--- src/hdl/ssd_pkg.sv ---
// Shared types, constants and functions for the seven-segment scan driver.
// No dependencies; imported by every module of the block.
`timescale 1ns / 1ps
package ssd_pkg;

  localparam int DIGITS_DEFAULT = 4;
  localparam int NUMBER_W       = 14;
  localparam int SEG_W          = 7;
  localparam int ENABLE_W       = 4;
  localparam int BCD_W          = 4;

  localparam logic OP_LOAD = 1'b0;
  localparam logic OP_TICK = 1'b1;

  // n / 10 as (n * RECIP_10) >> RECIP_SHIFT, exact for n below 87381
  localparam logic [15:0] RECIP_10    = 16'd52429;
  localparam int          RECIP_SHIFT = 19;

  typedef struct packed {
    logic                operation;
    logic [NUMBER_W-1:0] number;
  } item_t;

  typedef struct packed {
    logic [SEG_W-1:0]    segments;
    logic [ENABLE_W-1:0] digit_enable;
  } result_t;

  typedef struct packed {
    logic load_start;
    logic tick;
    logic split_step;
    logic emit;
  } ctrl_cmd_t;

  typedef struct packed {
    logic split_last;
  } ctrl_status_t;

  function automatic logic [31:0] max_value(input int digits);
    logic [31:0] v;
    v = 32'd1;
    for (int i = 0; i < digits; i++) begin
      v = v * 32'd10;
    end
    return v - 32'd1;
  endfunction

  function automatic logic [SEG_W-1:0] seg_decode(input logic [BCD_W-1:0] d);
    logic [SEG_W-1:0] s;
    case (d)
      4'd0:    s = 7'h3F;
      4'd1:    s = 7'h06;
      4'd2:    s = 7'h5B;
      4'd3:    s = 7'h4F;
      4'd4:    s = 7'h66;
      4'd5:    s = 7'h6D;
      4'd6:    s = 7'h7D;
      4'd7:    s = 7'h07;
      4'd8:    s = 7'h7F;
      4'd9:    s = 7'h6F;
      default: s = '0;
    endcase
    return s;
  endfunction

endpackage

--- src/hdl/ssd_controller.sv ---
// Sequencing state machine: accepts words, steps the digit split, issues
// the result write. Depends on ssd_pkg.
`timescale 1ns / 1ps
module ssd_controller (
  input  logic                  clk,
  input  logic                  rst,
  input  logic                  item_valid,
  output logic                  item_ready,
  input  logic                  operation,
  output logic                  result_valid,
  input  logic                  result_ready,
  output ssd_pkg::ctrl_cmd_t    cmd,
  input  ssd_pkg::ctrl_status_t status
);
  import ssd_pkg::*;

  typedef enum logic [1:0] {
    S_IDLE,
    S_SPLIT,
    S_EMIT
  } state_t;

  state_t state;
  logic   accept;
  logic   out_free;

  assign item_ready = (state == S_IDLE);
  assign accept     = item_valid && item_ready;
  assign out_free   = !result_valid || result_ready;

  always_comb begin
    cmd.load_start = accept && (operation == OP_LOAD);
    cmd.tick       = accept && (operation == OP_TICK);
    cmd.split_step = (state == S_SPLIT);
    cmd.emit       = (state == S_EMIT) && out_free;
  end

  always_ff @(posedge clk) begin
    if (rst) begin
      state        <= S_IDLE;
      result_valid <= 1'b0;
    end else begin
      if ((state == S_EMIT) && out_free) begin
        result_valid <= 1'b1;
      end else if (result_valid && result_ready) begin
        result_valid <= 1'b0;
      end
      case (state)
        S_IDLE: begin
          if (accept) begin
            state <= (operation == OP_LOAD) ? S_SPLIT : S_EMIT;
          end
        end
        S_SPLIT: begin
          if (status.split_last) begin
            state <= S_EMIT;
          end
        end
        S_EMIT: begin
          if (out_free) begin
            state <= S_IDLE;
          end
        end
        default: state <= S_IDLE;
      endcase
    end
  end

endmodule

--- src/hdl/ssd_datapath.sv ---
// Digit store, iterative divide-by-ten splitter, scan position and result
// register. Depends on ssd_pkg.
`timescale 1ns / 1ps
module ssd_datapath #(
  parameter int DIGITS = ssd_pkg::DIGITS_DEFAULT
) (
  input  logic                  clk,
  input  logic                  rst,
  input  logic [ssd_pkg::NUMBER_W-1:0] number,
  input  ssd_pkg::ctrl_cmd_t    cmd,
  output ssd_pkg::ctrl_status_t status,
  output ssd_pkg::result_t      result
);
  import ssd_pkg::*;

  localparam int          POS_W = (DIGITS > 1) ? $clog2(DIGITS) : 1;
  localparam int          CNT_W = $clog2(DIGITS + 1);
  localparam logic [31:0] LIM   = max_value(DIGITS);
  localparam int          PROD_W = NUMBER_W + 16;

  logic [BCD_W-1:0]    digit_store [DIGITS];
  logic [CNT_W-1:0]    digit_count;
  logic [POS_W-1:0]    scan_position;
  logic [NUMBER_W-1:0] work;
  logic [POS_W-1:0]    step;
  logic [CNT_W-1:0]    cnt_work;

  logic [NUMBER_W-1:0] sat;
  logic [PROD_W-1:0]   prod;
  logic [NUMBER_W-1:0] quot;
  logic [NUMBER_W-1:0] quot_x10;
  logic [BCD_W-1:0]    rem;
  logic [CNT_W-1:0]    cnt_step;
  logic [CNT_W-1:0]    cnt_final;
  logic [POS_W-1:0]    pos_next;
  logic [CNT_W-1:0]    sel_bit;
  logic [ENABLE_W-1:0] enable;

  assign sat      = (32'(number) > LIM) ? LIM[NUMBER_W-1:0] : number;
  assign prod     = PROD_W'(work) * PROD_W'(RECIP_10);
  assign quot     = NUMBER_W'(prod >> RECIP_SHIFT);
  assign quot_x10 = (quot << 3) + (quot << 1);
  assign rem      = BCD_W'(work - quot_x10);
  assign cnt_step  = (work != '0) ? (CNT_W'(step) + CNT_W'(1)) : cnt_work;
  assign cnt_final = (cnt_step == '0) ? CNT_W'(1) : cnt_step;

  assign status.split_last = (step == POS_W'(DIGITS - 1));

  assign pos_next = (CNT_W'(scan_position) + CNT_W'(1) >= digit_count)
                    ? '0 : scan_position + POS_W'(1);

  assign sel_bit = digit_count - CNT_W'(1) - CNT_W'(scan_position);

  always_comb begin
    for (int k = 0; k < ENABLE_W; k++) begin
      enable[k] = (32'(sel_bit) == k);
    end
  end

  always_ff @(posedge clk) begin
    if (rst) begin
      for (int i = 0; i < DIGITS; i++) begin
        digit_store[i] <= '0;
      end
      digit_count   <= CNT_W'(1);
      scan_position <= '0;
    end else begin
      if (cmd.tick) begin
        scan_position <= pos_next;
      end
      if (cmd.split_step) begin
        digit_store[step] <= rem;
        if (status.split_last) begin
          digit_count   <= cnt_final;
          scan_position <= '0;
        end
      end
    end
  end

  always_ff @(posedge clk) begin
    if (cmd.load_start) begin
      work     <= sat;
      step     <= '0;
      cnt_work <= '0;
    end else if (cmd.split_step) begin
      work     <= quot;
      step     <= step + POS_W'(1);
      cnt_work <= cnt_step;
    end
    if (cmd.emit) begin
      result.segments     <= seg_decode(digit_store[scan_position]);
      result.digit_enable <= enable;
    end
  end

  a_count_range: assert property (@(posedge clk) disable iff (rst)
    (digit_count != '0) && (32'(digit_count) <= DIGITS))
    else $error("digit count out of range");

  a_pos_below_count: assert property (@(posedge clk) disable iff (rst)
    CNT_W'(scan_position) < digit_count)
    else $error("scan position beyond significant digits");

  a_load_resets_scan: assert property (@(posedge clk) disable iff (rst)
    (cmd.split_step && status.split_last) |=> (scan_position == '0))
    else $error("scan not back at units after load");

  a_enable_onehot0: assert property (@(posedge clk) disable iff (rst)
    cmd.emit |=> $onehot0(result.digit_enable))
    else $error("digit enable not one-hot");

endmodule

--- src/hdl/seven_segment_scan_driver_top.sv ---
// Multiplexed seven-segment scan driver, top level. A tick word moves the
// controller to S_EMIT, which writes its result to the output register
// once that register is free; a load word runs the shared divide-by-ten
// step once per digit in S_SPLIT, then writes its result in S_EMIT. No new
// word is taken before that write, but a new word is taken while
// a finished result still waits in the output register. The units digit
// is enabled on bit (count-1), the leading digit on bit 0; zero shows one 0.
// Depends on ssd_pkg, ssd_controller and ssd_datapath.
`timescale 1ns / 1ps
module seven_segment_scan_driver_top #(
  parameter int DIGITS = ssd_pkg::DIGITS_DEFAULT
) (
  input  logic             clk,
  input  logic             rst,
  input  logic             item_valid,
  output logic             item_ready,
  input  ssd_pkg::item_t   item,
  output logic             result_valid,
  input  logic             result_ready,
  output ssd_pkg::result_t result
);
  import ssd_pkg::*;

  ctrl_cmd_t    cmd;
  ctrl_status_t status;

  ssd_controller u_ctrl (
    .clk          (clk),
    .rst          (rst),
    .item_valid   (item_valid),
    .item_ready   (item_ready),
    .operation    (item.operation),
    .result_valid (result_valid),
    .result_ready (result_ready),
    .cmd          (cmd),
    .status       (status)
  );

  ssd_datapath #(
    .DIGITS (DIGITS)
  ) u_dp (
    .clk    (clk),
    .rst    (rst),
    .number (item.number),
    .cmd    (cmd),
    .status (status),
    .result (result)
  );

endmodule

--- config.mk ---
export PLATFORM = sky130hd
export DESIGN_NAME = seven_segment_scan_driver_top
export DESIGN_NICKNAME = d
export VERILOG_FILES = /design/src/hdl/ssd_pkg.sv /design/src/hdl/ssd_controller.sv /design/src/hdl/ssd_datapath.sv /design/src/hdl/seven_segment_scan_driver_top.sv
export SDC_FILE = /design/constraint.sdc
export NUM_CORES = 1
export LEC_CHECK = 0
export ABC_AREA = 0
export BUFFER_PORTS_ARGS = -buffer_cell sky130_fd_sc_hd__buf_2
export CORE_UTILIZATION = 48
export CTS_CLUSTER_DIAMETER = 200
export DETAILED_ROUTE_END_ITERATION = 16
export GPL_ROUTABILITY_DRIVEN = 0
export GPL_TIMING_DRIVEN = 0
export SYNTH_ARGS = -nofsm -noshare
export SYNTH_HDL_FRONTEND = slang
export SYNTH_SLANG_ARGS = --single-unit
--- constraint.sdc ---
create_clock -name clk -period 15 [get_ports clk]
set_input_delay 2.25 -clock clk [delete_from_list [all_inputs] [get_ports clk]]
set_output_delay 2.25 -clock clk [all_outputs]
set_load 0.02 [all_outputs]
Word-level counts from Yosys, hierarchy flattened
Memory sizes are Yosys's and may differ from the RTL's. A register that Yosys moved wholly into a read port is not among the register bits.
Cells that the tools add are included.
{"block": "word_totals", "romBits": 112, "output_inout_bits": 13, "n_memories": 2, "regBits": 31, "inputBits": 19, "ramBits": 16}
{"block": "op_classes", "bitwise": 1, "n_reduce_logical": 16, "mul": 1, "n_eq_ne": 9, "mux": 25, "order_cmp": 2, "n_addsub": 8}
{"memory": "(no name shown)", "depth": 16, "word_bits": 7, "read_ports": 1, "rd_clocked_by_memory_dff": 1, "write_ports": 0, "line": "ssd_pkg.sv:51", "text": "case (d)"}
{"memory": "u_dp.digit_store", "depth": 4, "word_bits": 4, "read_ports": 1, "rd_clocked_by_memory_dff": 1, "write_ports": 4, "line": "ssd_datapath.sv:21", "text": "logic [BCD_W-1:0] digit_store [DIGITS];"}
{"op": "two-way mux 14 bit", "n": 3}
{"op": "multiplier 14 x 16 -> 30 bit, second input constant", "n": 1}
{"op": "two-way mux 2 bit", "n": 10}
{"op": "> comparator 14 bit, second input constant", "n": 1}
{"op": "nonzero test 14 bit", "n": 1}
{"op": "two-way mux 1 bit", "n": 8}
{"op": "adder 2 x 1 -> 3 bit, second input constant", "n": 2}
{"op": "equality test 3 x 2 -> 1 bit, second input constant", "n": 2}
{"op": "logical NOT 3 bit", "n": 2}
{"op": "two-way mux 3 bit", "n": 2}
{"op": "case mux 2 bit (3 select lines)", "n": 1}
{"op": "logical AND 1 bit", "n": 5}
{"op": "adder 2 x 1 -> 2 bit, second input constant", "n": 2}
{"op": "adder 4 bit", "n": 1}
{"op": "equality test 2 bit, second input constant", "n": 2}
{"op": "two-way mux 4 bit", "n": 1}
{"op": "!= test 2 x 1 -> 1 bit, second input constant", "n": 2}
{"op": "nonzero test 2 bit", "n": 2}
{"op": "OR reduction 4 bit", "n": 1}
{"op": "subtractor 4 bit", "n": 1}
{"op": "equality test 3 x 1 -> 1 bit, second input constant", "n": 1}
{"op": "greater-or-equal comparator 3 bit", "n": 1}
{"op": "AND reduction 3 bit", "n": 1}
{"op": "subtractor 3 x 1 -> 3 bit, second input constant", "n": 1}
{"op": "8 further kinds", "n": 8}

Logic depth before layout (Yosys ltp)
{"block": "depth", "ltp_word": 7, "depth_mapped": 25, "ltp_nobuf": 25}

Cells and area by module
Synthesis repeated with hierarchy kept, for this count alone.
{"block": "hier_totals", "hier_cells": 588, "area_unflattened_um2": 6139.6}
{"module": "ssd_datapath", "area_per_inst_um2": 5968.2, "n_inst": 1, "cells_per_inst": 570, "seq_area_each_um2": 1431.4}
{"module": "ssd_controller", "area_per_inst_um2": 171.4, "n_inst": 1, "cells_per_inst": 18, "seq_area_each_um2": 60.1}

Worst setup path after synthesis
Ideal clock, no wire load.
{"block": "synth_path", "path_type": "register -> register", "startpoint": "register u_dp.work[3]", "endpoint": "memory u_dp.digit_store[2][3] (data pin)", "arrival_time_ns": 5.680, "stages_incl_launch_ff": 26, "slack_ns": 9.059, "t_required_ns": 14.740, "n_path_buf": 0, "setup_time_ns": 0.260, "cell_sequence": "edfxtp_1 > inv_1 > ha_1 > inv_1 > ha_1 > fa_1 > inv_1 > fa_1 > inv_1 > fa_1 > inv_1 > fa_1 > inv_1 > ha_1 > a211oi_1 > o21ai_0 > o221a_2 > a21o_1 > a21oi_1 > xnor2_1 > ha_1 > nand2_1 > nand2b_1 > mux2i_1 > nor2_1 > mux2_4"}
{"item": "start, declared", "line": "ssd_datapath.sv:24", "text": "logic [NUMBER_W-1:0] work;"}
{"item": "start signal, assigned", "line": "ssd_datapath.sv:83", "text": "work <= sat;"}
{"item": "start signal, assigned", "line": "ssd_datapath.sv:87", "text": "work <= quot;"}
{"item": "end, declared", "line": "ssd_datapath.sv:21"}

==> run summary <==
status -> finished clean
Max Freq -> 150 MHz
first-pass GRT wire length -> 22600 µm
initial antenna violation count -> 0
post-DR wirelength/cell -> 16.2 µm
Antenna Violating Nets Remaining -> 0
register area share after synthesis -> 23.8%
sum of negative setup slack -> 0 ns
crit path capture type -> flop
First DRT Iteration DRCs -> 235
vias in the first global route -> 4478
Netlist Area Pre-Place -> 6270 µm²
Cell Rows -> 41
Top cell by count, worst path -> inv_1
Final Hold Viols -> 0
commonest non-fill, non-tap cell in the layout -> ha_1
pin count of the biggest net entering global routing -> 16
Clock Tree Root -> clkbuf_16
Clock Skews -> 0.00500 ns
residual DRC count -> 0
Final period util -> 44.4%
slowest cell delay on critical path -> 0.54 ns
post-synth cell types -> 64
Die Wd -> 116 µm
most frequent cells in the layout -> 124 x ha_1, 107 x inv_1, 55 x fa_1, 41 x nor2_1, 41 x edfxtp_1
FILL cells -> 1192
ANT cells -> 0
max_slew headroom -> 29.3%
Layout area overhead -> 8.24%
max-cap violations -> 0
I/O pin total -> 32
Hold Crit Class -> reg2reg
Clock Path Buffers -> 2
clk sinks -> 54
layout cells sized above 1 -> 9.52%
Syn Inst Count -> 612
DIE AREA -> 13500 µm²
Synth area leader -> ha_1
slowest cell on the critical path -> fa_1
Slew @ Worst Pin -> 1.06 ns
nets -> 848
Detailed Place HPWL -> 11600 µm
Critical Path RT -> 15.04 ns
synthesized area per cell -> 10.2 µm²
Clock Latency Late Sink -> 0.29 ns
number of buffers created by CTS -> 5
Initial Util -> 49.5%
asr flop ratio synth -> 0%
Core ar. -> 12700 µm²
EDFF count, synth -> 41
Die Ht -> 116 µm
PostCTS Resize Cnt -> 0
top-area cell type share of the netlist area -> 24.7%
Slew Viols, Final -> 0
Port Buf Inserts -> 31
number of H-tree levels -> 2
# hold bufs at CTS -> 0
Synth area leaders -> ha_1 25%, edfxtp_1 20%, fa_1 18%
Synth Flop Type -> edfxtp_1
CP Buf/Inv Count -> 6
Tot GR Track Use -> 22.0%
WP data arrival -> 6.70 ns
Final min period -> 6.66 ns
CTS tree -> done
DR vias -> 4363
Setup Buffers After CTS -> 0
Reg clk slew, reported paths -> 0.07 ns
vias per inst -> 5.30
Setup violations, final -> 0
delay-heaviest family, CP -> adder cells
crit path kind -> reg2reg
drt pass-1 iters -> 4
grt total ovfl -> 0
Setup crit start kind -> flop
RSZ-0062 raised after global routing -> no
synth warn -> 0
worst-path fanout max -> 8
Total Routed Length -> 13300 µm
Synth Net Count -> 810
Seq cells post-synth -> 54
kinds of logic after synthesis:
logic type	synth area share, %
muxes	2.63
AOI/OAI and AO/OA	10.1
xor gates and xnor gates	2.89
buffers and inverters	6.82
DFF	23.8
adders and majority gates	42.3
and+or+nand+nor	11.5
per-layer routing:
metal  up-vias  wire length [µm]  GRT usage [%]
met2        82              6110           36.3
met3        10               671           3.27
met5         -                 0              0
met4         0               111           2.56
met1      2099              6410           31.6
li1       2172                 -              -
sequential cells by signal, summed over array words and instances, names as in the netlist:
name                 cells
u_ctrl.result_valid      1
u_ctrl.state             2
u_dp.cnt_work            3
u_dp.digit_count         3
u_dp.digit_store        16
u_dp.result             11
u_dp.scan_position       2
u_dp.step                2
u_dp.work               14
area by class of cell:
| type | count | area [µm²] | area share (%) |
|---|---|---|---|
| repair buffers | 31 | 155 | 2.29 |
| clock buffers | 8 | 146 | 2.16 |
| well taps | 172 | 215 | 3.17 |
| multi-input cells | 444 | 4350 | 64.1 |
| inverters | 107 | 402 | 5.92 |
| flip-flops and latches | 54 | 1490 | 22.0 |
| plain buffers | 7 | 26.3 | 0.387 |
worst register-to-register path: stages (launching register included):
cell	delay [ns]
edfxtp_1	0.52
inv_1	0.11
ha_1	0.29
inv_1	0.04
ha_1	0.25
fa_1	0.53
inv_1	0.08
fa_1	0.53
inv_1	0.05
fa_1	0.54
inv_1	0.07
fa_1	0.50
inv_1	0.05
ha_1	0.32
a211oi_1	0.26
o21ai_0	0.12
o221a_2	0.31
a21o_1	0.18
a21oi_1	0.17
xnor2_1	0.20
ha_1	0.31
nand2_1	0.09
nand2b_1	0.05
mux2i_1	0.44
nor2_1	0.11
mux2_4	0.27
through the flow:
stage / std cells / worst slack [ns] / hold WS [ns] / utilization [%] / cell area [µm²]
3_3_place_gp: 815 / 8.49 / 0.443 / 52.4 / 6640
4_1_cts: 823 / 8.36 / 0.469 / 53.6 / 6790
6_report: 823 / 8.34 / 0.468 / 53.6 / 6790
5_1_grt: 823 / 7.89 / 0.501 / 53.6 / 6790
2_1_floorplan: 612 / 9.06 / 0.427 / - / 6270
3_5_place_dp: 815 / 8.39 / 0.453 / 52.4 / 6640
synth_stat cells (all sizes together) (2+ instances only):
cell type / count
ha: 124
inv: 107
fa: 55
nor2: 43
edfxtp: 41
nand2: 36
a21oi: 26
o21ai: 20
xnor2: 14
dfxtp: 13
nor3: 12
nand2b: 11
a21o: 7
and3: 7
clkbuf: 7
nand3: 7
or2: 7
mux2i: 6
a211oi: 5
and2: 5
mux4: 4
nand4: 4
o22ai: 4
xor2: 4
nor2b: 3
a221oi: 2
and4: 2
nor3b: 2
o211ai: 2
o21a: 2
o21bai: 2
o221a: 2
o22a: 2
o2bb2ai: 2
final timing paths:
kind / start / end / slack [ns] / depth (start not counted)
min reg2reg: u_dp.cnt_work[0]$_SDFFE_PP0P_ / u_dp.cnt_work[0]$_SDFFE_PP0P_ / 0.47 / 2
max: u_dp.work[3]$_DFFE_PP_ / u_dp.digit_store[2][3]$_SDFFCE_PN0P_ / 8.34 / 25
max reg2reg: u_dp.work[3]$_DFFE_PP_ / u_dp.digit_store[2][3]$_SDFFCE_PN0P_ / 8.34 / 25
min: u_dp.cnt_work[0]$_SDFFE_PP0P_ / u_dp.cnt_work[0]$_SDFFE_PP0P_ / 0.47 / 2
Power is not shown: default switching activity piles up to over one toggle a cycle in this logic, so the estimate is an artifact.
